File: config.mk
export PLATFORM = sky130hd
export DESIGN_NAME = bounded_sorted_deque_list
export DESIGN_NICKNAME = d
export VERILOG_FILES = /design/src/rtl/bsdl_pkg.sv /design/src/rtl/bsdl_cell.sv /design/src/rtl/bounded_sorted_deque_list.sv
export SDC_FILE = /design/constraint.sdc
export NUM_CORES = 2
export LEC_CHECK = 0
export BUFFER_PORTS_ARGS = -buffer_cell sky130_fd_sc_hd__buf_2
export CORE_AREA = 2 2 533 270
export CTS_CLUSTER_SIZE = 20
export DETAILED_ROUTE_END_ITERATION = 6
export DIE_AREA = 0 0 535 272
export PLACE_DENSITY = 0.65
export SKIP_CTS_REPAIR_TIMING = 1
export SLEW_MARGIN = 15
export SYNTH_ARGS = -nofsm -noshare
export SYNTH_HDL_FRONTEND = slang
export SYNTH_SLANG_ARGS = --single-unit
File: constraint.sdc
create_clock -name clk -period 11.95 [get_ports clk]
set_input_delay 1.195 -clock clk [delete_from_list [all_inputs] [get_ports clk]]
set_output_delay 1.195 -clock clk [all_outputs]
set_load 0.02 [all_outputs]
File: src/rtl/bsdl_pkg.sv
// Shared types and codes for the bounded sorted deque list.
// Used by bsdl_cell and bounded_sorted_deque_list; no dependencies.
package bsdl_pkg;

	localparam int VAL_W = 32;
	localparam int OP_W  = 3;
	localparam int STS_W = 2;
	localparam int LEN_W = 5;

	typedef enum logic [OP_W-1:0] {
		OP_PUSH_FRONT = 3'd0,
		OP_PUSH_BACK  = 3'd1,
		OP_INSERT     = 3'd2,
		OP_POP_FRONT  = 3'd3,
		OP_POP_BACK   = 3'd4,
		OP_REMOVE     = 3'd5,
		OP_CLEAR      = 3'd6
	} op_t;

	typedef enum logic [STS_W-1:0] {
		STS_OK   = 2'd0,
		STS_MISS = 2'd1,
		STS_FULL = 2'd2
	} status_t;

	typedef enum logic [1:0] {
		S_IDLE,
		S_CMP,
		S_SCAN,
		S_APPLY
	} state_t;

	// Which cells raise their match flag during the compare cycle.
	typedef enum logic [2:0] {
		FK_ALL,
		FK_TAIL,
		FK_GE,
		FK_VALID,
		FK_LAST,
		FK_EQ
	} fkind_t;

	typedef enum logic [1:0] {
		SH_NONE,
		SH_INS,
		SH_REM
	} shift_t;

	typedef struct packed {
		logic                    cmp;
		logic                    scan;
		fkind_t                  fkind;
		shift_t                  shift;
		logic signed [VAL_W-1:0] key;
	} cell_ctrl_t;

endpackage

File: src/rtl/bsdl_cell.sv
// One list cell: holds an entry, its match flag and the scan state that
// ripples from its left neighbor. Depends on bsdl_pkg.
module bsdl_cell #(
	parameter int CW  = 5,
	parameter int IDX = 0
) (
	input  logic                              clk,
	input  bsdl_pkg::cell_ctrl_t              ctrl,
	input  logic [CW-1:0]                     count,
	input  logic signed [bsdl_pkg::VAL_W-1:0] left_value,
	input  logic                              left_pre,
	input  logic                              left_flag,
	input  logic signed [bsdl_pkg::VAL_W-1:0] left_carry,
	input  logic signed [bsdl_pkg::VAL_W-1:0] right_value,
	output logic signed [bsdl_pkg::VAL_W-1:0] value,
	output logic                              pre,
	output logic                              flag,
	output logic signed [bsdl_pkg::VAL_W-1:0] carry
);
	import bsdl_pkg::*;

	logic signed [VAL_W-1:0] value_q;
	logic signed [VAL_W-1:0] carry_q;
	logic                    flag_q;
	logic                    pre_q;
	logic                    valid;
	logic                    flag_d;

	assign valid = CW'(IDX) < count;

	always_comb begin
		case (ctrl.fkind)
			FK_ALL:   flag_d = 1'b1;
			FK_TAIL:  flag_d = !valid;
			FK_GE:    flag_d = !valid || !(value_q < ctrl.key);
			FK_VALID: flag_d = valid;
			FK_LAST:  flag_d = count == CW'(IDX + 1);
			FK_EQ:    flag_d = valid && (value_q == ctrl.key);
			default:  flag_d = 1'b0;
		endcase
	end

	// pre_q ends up set when some cell to the left raised its flag; the carry
	// brings along the entry of the first flagged cell.
	always_ff @(posedge clk) begin
		if (ctrl.cmp) begin
			flag_q <= flag_d;
			pre_q  <= 1'b0;
		end else if (ctrl.scan) begin
			pre_q   <= left_pre | left_flag;
			carry_q <= (left_flag && !left_pre) ? left_value : left_carry;
		end
		case (ctrl.shift)
			SH_INS: begin
				if (flag_q && !pre_q) begin
					value_q <= ctrl.key;
				end else if (pre_q) begin
					value_q <= left_value;
				end
			end
			SH_REM: begin
				if (flag_q || pre_q) begin
					value_q <= right_value;
				end
			end
			default: begin
			end
		endcase
	end

	assign value = value_q;
	assign pre   = pre_q;
	assign flag  = flag_q;
	assign carry = carry_q;

endmodule

File: src/rtl/bounded_sorted_deque_list.sv
// Bounded sorted deque list: a row of CAPACITY cells with a small controller.
// An accepted beat goes through the compare, scan and apply states; apply waits
// while the result register holds an untaken beat. A new beat is taken only in
// idle, after the match scan that ripples one cell per cycle along the row.
// Reset: arst_n clears the length, the controller and the output valid;
// entry contents are left as they are.
module bounded_sorted_deque_list #(
	parameter int CAPACITY = 16
) (
	input  logic        clk,
	input  logic        arst_n,
	input  logic        s_tvalid,
	output logic        s_tready,
	input  logic [31:0] s_tdata,  // value[31:0]
	input  logic [2:0]  s_tuser,  // operation[2:0]
	output logic        m_tvalid,
	input  logic        m_tready,
	output logic [39:0] m_tdata,  // out_value[31:0], length[36:32], zero fill
	output logic [1:0]  m_tuser   // status[1:0]
);
	import bsdl_pkg::*;

	localparam int CW = $clog2(CAPACITY + 1);
	localparam int SW = $clog2(CAPACITY);

	state_t                  state_q, state_d;
	logic [OP_W-1:0]         op_q;
	logic signed [VAL_W-1:0] key_q;
	logic [CW-1:0]           count_q, count_d;
	logic [SW-1:0]           scan_q;
	cell_ctrl_t              ctrl;

	logic signed [VAL_W-1:0] cell_value [CAPACITY];
	logic signed [VAL_W-1:0] cell_carry [CAPACITY];
	logic [CAPACITY-1:0]     cell_pre;
	logic [CAPACITY-1:0]     cell_flag;

	logic                    found;
	logic signed [VAL_W-1:0] found_value;
	logic                    full;

	logic                    res_load;
	logic signed [VAL_W-1:0] res_value;
	status_t                 res_status;

	logic                    m_tvalid_q;
	logic signed [VAL_W-1:0] out_value_q;
	status_t                 status_q;
	logic [LEN_W-1:0]        length_q;

	for (genvar i = 0; i < CAPACITY; i++) begin : g_cell
		logic signed [VAL_W-1:0] lv, lc, rv;
		logic                    lp, lf;
		if (i == 0) begin : g_head
			assign lv = '0;
			assign lc = '0;
			assign lp = 1'b0;
			assign lf = 1'b0;
		end else begin : g_body
			assign lv = cell_value[i-1];
			assign lc = cell_carry[i-1];
			assign lp = cell_pre[i-1];
			assign lf = cell_flag[i-1];
		end
		if (i == CAPACITY - 1) begin : g_tail
			assign rv = cell_value[i];
		end else begin : g_inner
			assign rv = cell_value[i+1];
		end
		bsdl_cell #(
			.CW  (CW),
			.IDX (i)
		) u_cell (
			.clk         (clk),
			.ctrl        (ctrl),
			.count       (count_q),
			.left_value  (lv),
			.left_pre    (lp),
			.left_flag   (lf),
			.left_carry  (lc),
			.right_value (rv),
			.value       (cell_value[i]),
			.pre         (cell_pre[i]),
			.flag        (cell_flag[i]),
			.carry       (cell_carry[i])
		);
	end

	assign found = cell_pre[CAPACITY-1] | cell_flag[CAPACITY-1];
	assign found_value = (cell_flag[CAPACITY-1] && !cell_pre[CAPACITY-1]) ?
		cell_value[CAPACITY-1] : cell_carry[CAPACITY-1];
	assign full = count_q == CW'(CAPACITY);

	always_comb begin
		state_d    = state_q;
		count_d    = count_q;
		res_load   = 1'b0;
		res_value  = '0;
		res_status = STS_OK;
		ctrl.cmp   = 1'b0;
		ctrl.scan  = 1'b0;
		ctrl.fkind = FK_ALL;
		ctrl.shift = SH_NONE;
		ctrl.key   = key_q;
		case (state_q)
			S_IDLE: begin
				if (s_tvalid) begin
					state_d = S_CMP;
				end
			end
			S_CMP: begin
				ctrl.cmp = 1'b1;
				case (op_q)
					OP_PUSH_FRONT: ctrl.fkind = FK_ALL;
					OP_PUSH_BACK:  ctrl.fkind = FK_TAIL;
					OP_INSERT:     ctrl.fkind = FK_GE;
					OP_POP_FRONT:  ctrl.fkind = FK_VALID;
					OP_POP_BACK:   ctrl.fkind = FK_LAST;
					OP_REMOVE:     ctrl.fkind = FK_EQ;
					default:       ctrl.fkind = FK_ALL;
				endcase
				state_d = S_SCAN;
			end
			S_SCAN: begin
				ctrl.scan = 1'b1;
				if (scan_q == SW'(1)) begin
					state_d = S_APPLY;
				end
			end
			S_APPLY: begin
				// The row changes only in the cycle the result is loaded into the output register.
				if (!m_tvalid_q || m_tready) begin
					res_load = 1'b1;
					state_d  = S_IDLE;
					case (op_q)
						OP_PUSH_FRONT, OP_PUSH_BACK, OP_INSERT: begin
							if (full) begin
								res_status = STS_FULL;
							end else begin
								ctrl.shift = SH_INS;
								count_d    = count_q + CW'(1);
							end
						end
						OP_POP_FRONT, OP_POP_BACK, OP_REMOVE: begin
							if (found) begin
								ctrl.shift = SH_REM;
								res_value  = found_value;
								count_d    = count_q - CW'(1);
							end else begin
								res_status = STS_MISS;
							end
						end
						OP_CLEAR: begin
							count_d = '0;
						end
						default: begin
						end
					endcase
				end
			end
			default: begin
				state_d = S_IDLE;
			end
		endcase
	end

	always_ff @(posedge clk or negedge arst_n) begin
		if (!arst_n) begin
			state_q    <= S_IDLE;
			count_q    <= '0;
			m_tvalid_q <= 1'b0;
		end else begin
			state_q <= state_d;
			count_q <= count_d;
			if (res_load) begin
				m_tvalid_q <= 1'b1;
			end else if (m_tready) begin
				m_tvalid_q <= 1'b0;
			end
		end
	end

	always_ff @(posedge clk) begin
		if (state_q == S_IDLE && s_tvalid) begin
			op_q  <= s_tuser;
			key_q <= s_tdata;
		end
		if (state_q == S_CMP) begin
			scan_q <= SW'(CAPACITY - 1);
		end else if (state_q == S_SCAN) begin
			scan_q <= scan_q - SW'(1);
		end
		if (res_load) begin
			out_value_q <= res_value;
			status_q    <= res_status;
			length_q    <= LEN_W'(count_d);
		end
	end

	assign s_tready = state_q == S_IDLE;
	assign m_tvalid = m_tvalid_q;
	assign m_tdata  = {3'b000, length_q, out_value_q};
	assign m_tuser  = status_q;

endmodule

==> impl_metrics.py <==
metrics = {
    "power": {
        "p_per_area_nw_per_um2": 244,
        "irDropWorstVdd_mv": 0.191,
        "p_leak_nw": 24.4,
    },
    "global_route": {
        "antenna_found_initial": 4,
        "grt_use_total_pct": 22.7,
        "grt_first_pass_wirelength_mm": 257,
        "grt_overflow_total": 0,
        "grt_pass1_vias": 42000,
        "grt_max_degree": 282,
    },
    "cells_and_area": {
        "drive_gt1_share_pct": 13.5,
        "layout.nets": 6140,
        "finalInstanceArea_um2": 67200,
        "finalNonFillerCells": 7545,
        "seqCellArea_um2": 33100,
        "multi_input_area_um2": 27400,
        "diodes": 0,
        "syn2layout_area_growth_pct": 9.01,
        "utilization_pct": 47.6,
        "nFillCells": 12800,
    },
    "clock_tree": {
        "cts_sinks": 1109,
        "clock_path_buffers": 3,
        "clk_pin_slew_ps": 70,
        "cts_tree": "built",
        "cts-root-buf": "clkbuf_16",
        "htreeDepth": 3,
        "numCtsBuffers": 98,
        "clk_latency_ps": 710,
    },
    "worst_setup_path": {
        "path_max_fanout": 281,
        "crit_buf_inv": 5,
        "cpMaxStageDelayCell": "buf_4",
        "path_cells": "buf_2 > nand2b_1 > nand2_1 > or3_1 > buf_4 > inv_1 > ha_4 > buf_12 > buf_4 > o21ai_0",
        "worst_ep_arrival_time_ps": 5630,
        "criticalPathCategory": "in -> reg",
        "worstPathRequired_ps": 12340,
        "critical_path.max_stage_delay_ps": 1020,
        "cp-start-kind": "primary input",
        "endpoint_kind": "flop",
        "crit_top_cell": "buf_4",
        "path_delay_family": "buffers and inverters",
    },
    "outcome": {
        "status": "finished, final reports clean",
    },
    "synth": {
        "synth-main-ff-cell": "edfxtp_1",
        "synth_warnings": 0,
        "synth_top_area_share_pct": 52.7,
        "synth_top_cell_by_area": "edfxtp_1",
        "syn_inst": 5649,
        "synth_area_um2": 61700,
        "ys_top_cells_by_area": "edfxtp_1 53%, ha_1 11%, mux2_2 7.4%, a21oi_1 5.3%, o21ai_0 5.0%",
        "synth_async_sr_flop_share_pct": 0.721,
        "ys_ff_latch": 1109,
        "ys_types": 71,
        "yosysSeqAreaShare_pct": 53.6,
        "synth-edff-count": 1082,
        "avgSynthCellArea_um2": 10.9,
    },
    "floorplan": {
        "coreArea_um2": 141000,
        "ioPinCount": 83,
        "fp-row-count": 98,
        "dieHeight_um": 272,
        "start_util_pct": 43.6,
        "die-area_um2": 146000,
        "die_x_um": 535,
    },
    "timing": {
        "tns_ps": 0,
        "rsz0062_at_grt": "no",
        "drv_slew": 0,
        "setup_violations": 0,
        "tightestPinTransition_ps": 1280,
        "hold_viol_final": 0,
        "fin_worst_skew_ps": 21.7,
        "maxSlewHeadroom_pct": 14.4,
        "post-route-period-util_pct": 43.8,
        "fmax_mhz": 191,
        "period_needed_ps": 5240,
    },
    "detailed_routing": {
        "num_vias": 44700,
        "drtAntennaViolNets": 0,
        "wl_per_cell_um": 22.3,
        "wl_mm": 169,
        "drcViolationCount": 0,
        "drtIter0Drc": 5890,
        "via_per_inst": 5.93,
        "drtPass1Iterations": 6,
    },
    "flow_run": {
        "drv_cap": 0,
    },
    "hold_path": {
        "hold_class": "in -> async",
    },
    "placement": {
        "post_dp_cell_area_um2": 64200,
        "gp_congestion": 0.893,
        "dpl.hpwl_mm": 119,
        "portBuffers": 79,
        "dp_cells": 7372,
    },
}
-- where the power goes --
part	internal, mW	switching [mW]
Clock	1.70	1.51
Combinational	2.27	3.94
Sequential	6.30	0.706
-- synthesized netlist by cell type, types with 6 or more instances --
cell      instances
edfxtp_1       1082
nand2_1         782
a21oi_1         654
o21ai_0         615
ha_1            529
nor2_1          485
mux2_2          406
clkbuf_1        303
nand4_1         100
a21o_1           84
inv_1            80
mux2i_1          48
and2_1           37
nand3_1          33
o211ai_1         31
buf_1            28
nor2b_1          28
a211oi_1         26
nor4_1           24
nand2b_1         23
dfxtp_1          19
nor3_1           19
and3_1           18
and4_1           16
a221oi_1         15
o21a_1           14
xnor2_1          13
a31oi_1          11
dfrtp_1           8
o31ai_1           8
o22ai_1           7
buf_2             6
o211a_1           6
or2_2             6
-- state kept, by name (all words and copies together), names as in the netlist --
register and cells:
g_cell.u_cell.carry 480, key_q 32, g_cell.u_cell.flag 16, count_q 5, g_cell.u_cell.pre 15, m_tvalid 1
scan_q 4, m_tuser 2, length_q 5, state_q 2, out_value_q 32, g_cell.u_cell.value 512
op_q 3
-- kinds of logic after synthesis --
family                     share of synthesized area (%)
AOI/OAI and AO/OA                                   13.5
xor gates and xnor gates                           0.241
adders and majority gates                           10.7
buffers and inverters                               2.64
DFF                                                 53.6
muxes                                               8.19
other                                            0.00608
and+or+nand+nor                                     11.0
-- through the flow --
stage	total power [mW]	hold WS, ps	setup slack, ps
after floorplan	11.4	470	4470
after global placement	13.0	488	6240
after detailed placement	13.2	494	6160
after CTS	16.4	348	6880
after global routing	17.4	373	6410
final	16.4	382	6710
-- cells in the final DEF, fill, tap and decap left out, drive strengths merged, types with 6 or more instances in the layout --
cell       n
dfrtp      8
a211oi    26
nor3      19
edfxtp  1082
and4      16
o31ai      8
a21o      84
and3      18
o211a      6
clkbuf   133
mux2i     48
o211ai    33
and2      38
a21boi     6
mux2     406
nor2     487
bufinv     6
inv       81
a21oi    654
nor2b     28
nand2    782
or2        6
buf      164
o21ai    615
nand2b    23
nor4      24
a221oi    15
ha       529
clkinv    32
nand4    100
xnor2     13
dfxtp     19
a31oi     11
o22ai      7
nand3     33
o21a      14
-- cell type report --
type                    instances  share of cell area (%)
flip-flops and latches       1109                    49.2
multi-input cells            4119                    40.7
repair buffers                164                    1.63
clock buffers                 133                    4.00
clock inverters                40                   0.521
well taps                    1900                    3.54
inverters                      80                   0.447
-- layer usage --
metal	vias up	track usage, %	share of wire (%)
li1	20800	-	-
met1	21900	38.2	50
met2	1872	28.7	38
met3	160	5.40	11
met4	2	3.38	1.2
met5	-	0.642	0.081
-- worst paths after layout --
kind / startpoint / to / slack, ps / cells after the start
hold / removal: arst_n / state_q[1] / 380 / 1
max in group asynchronous: arst_n / count_q[4] / 11330 / 1
setup / recovery: m_tready / g_cell[9].u_cell.value[24] / 6710 / 10
setup reg to reg: state_q[1] / g_cell[9].u_cell.value[24] / 6800 / 9
min in group clk: g_cell[4].u_cell.pre / g_cell[4].u_cell.pre / 510 / 2
hold reg to reg: g_cell[4].u_cell.pre / g_cell[4].u_cell.pre / 510 / 2
No activity file was read; power rests on OpenSTA's default activity.
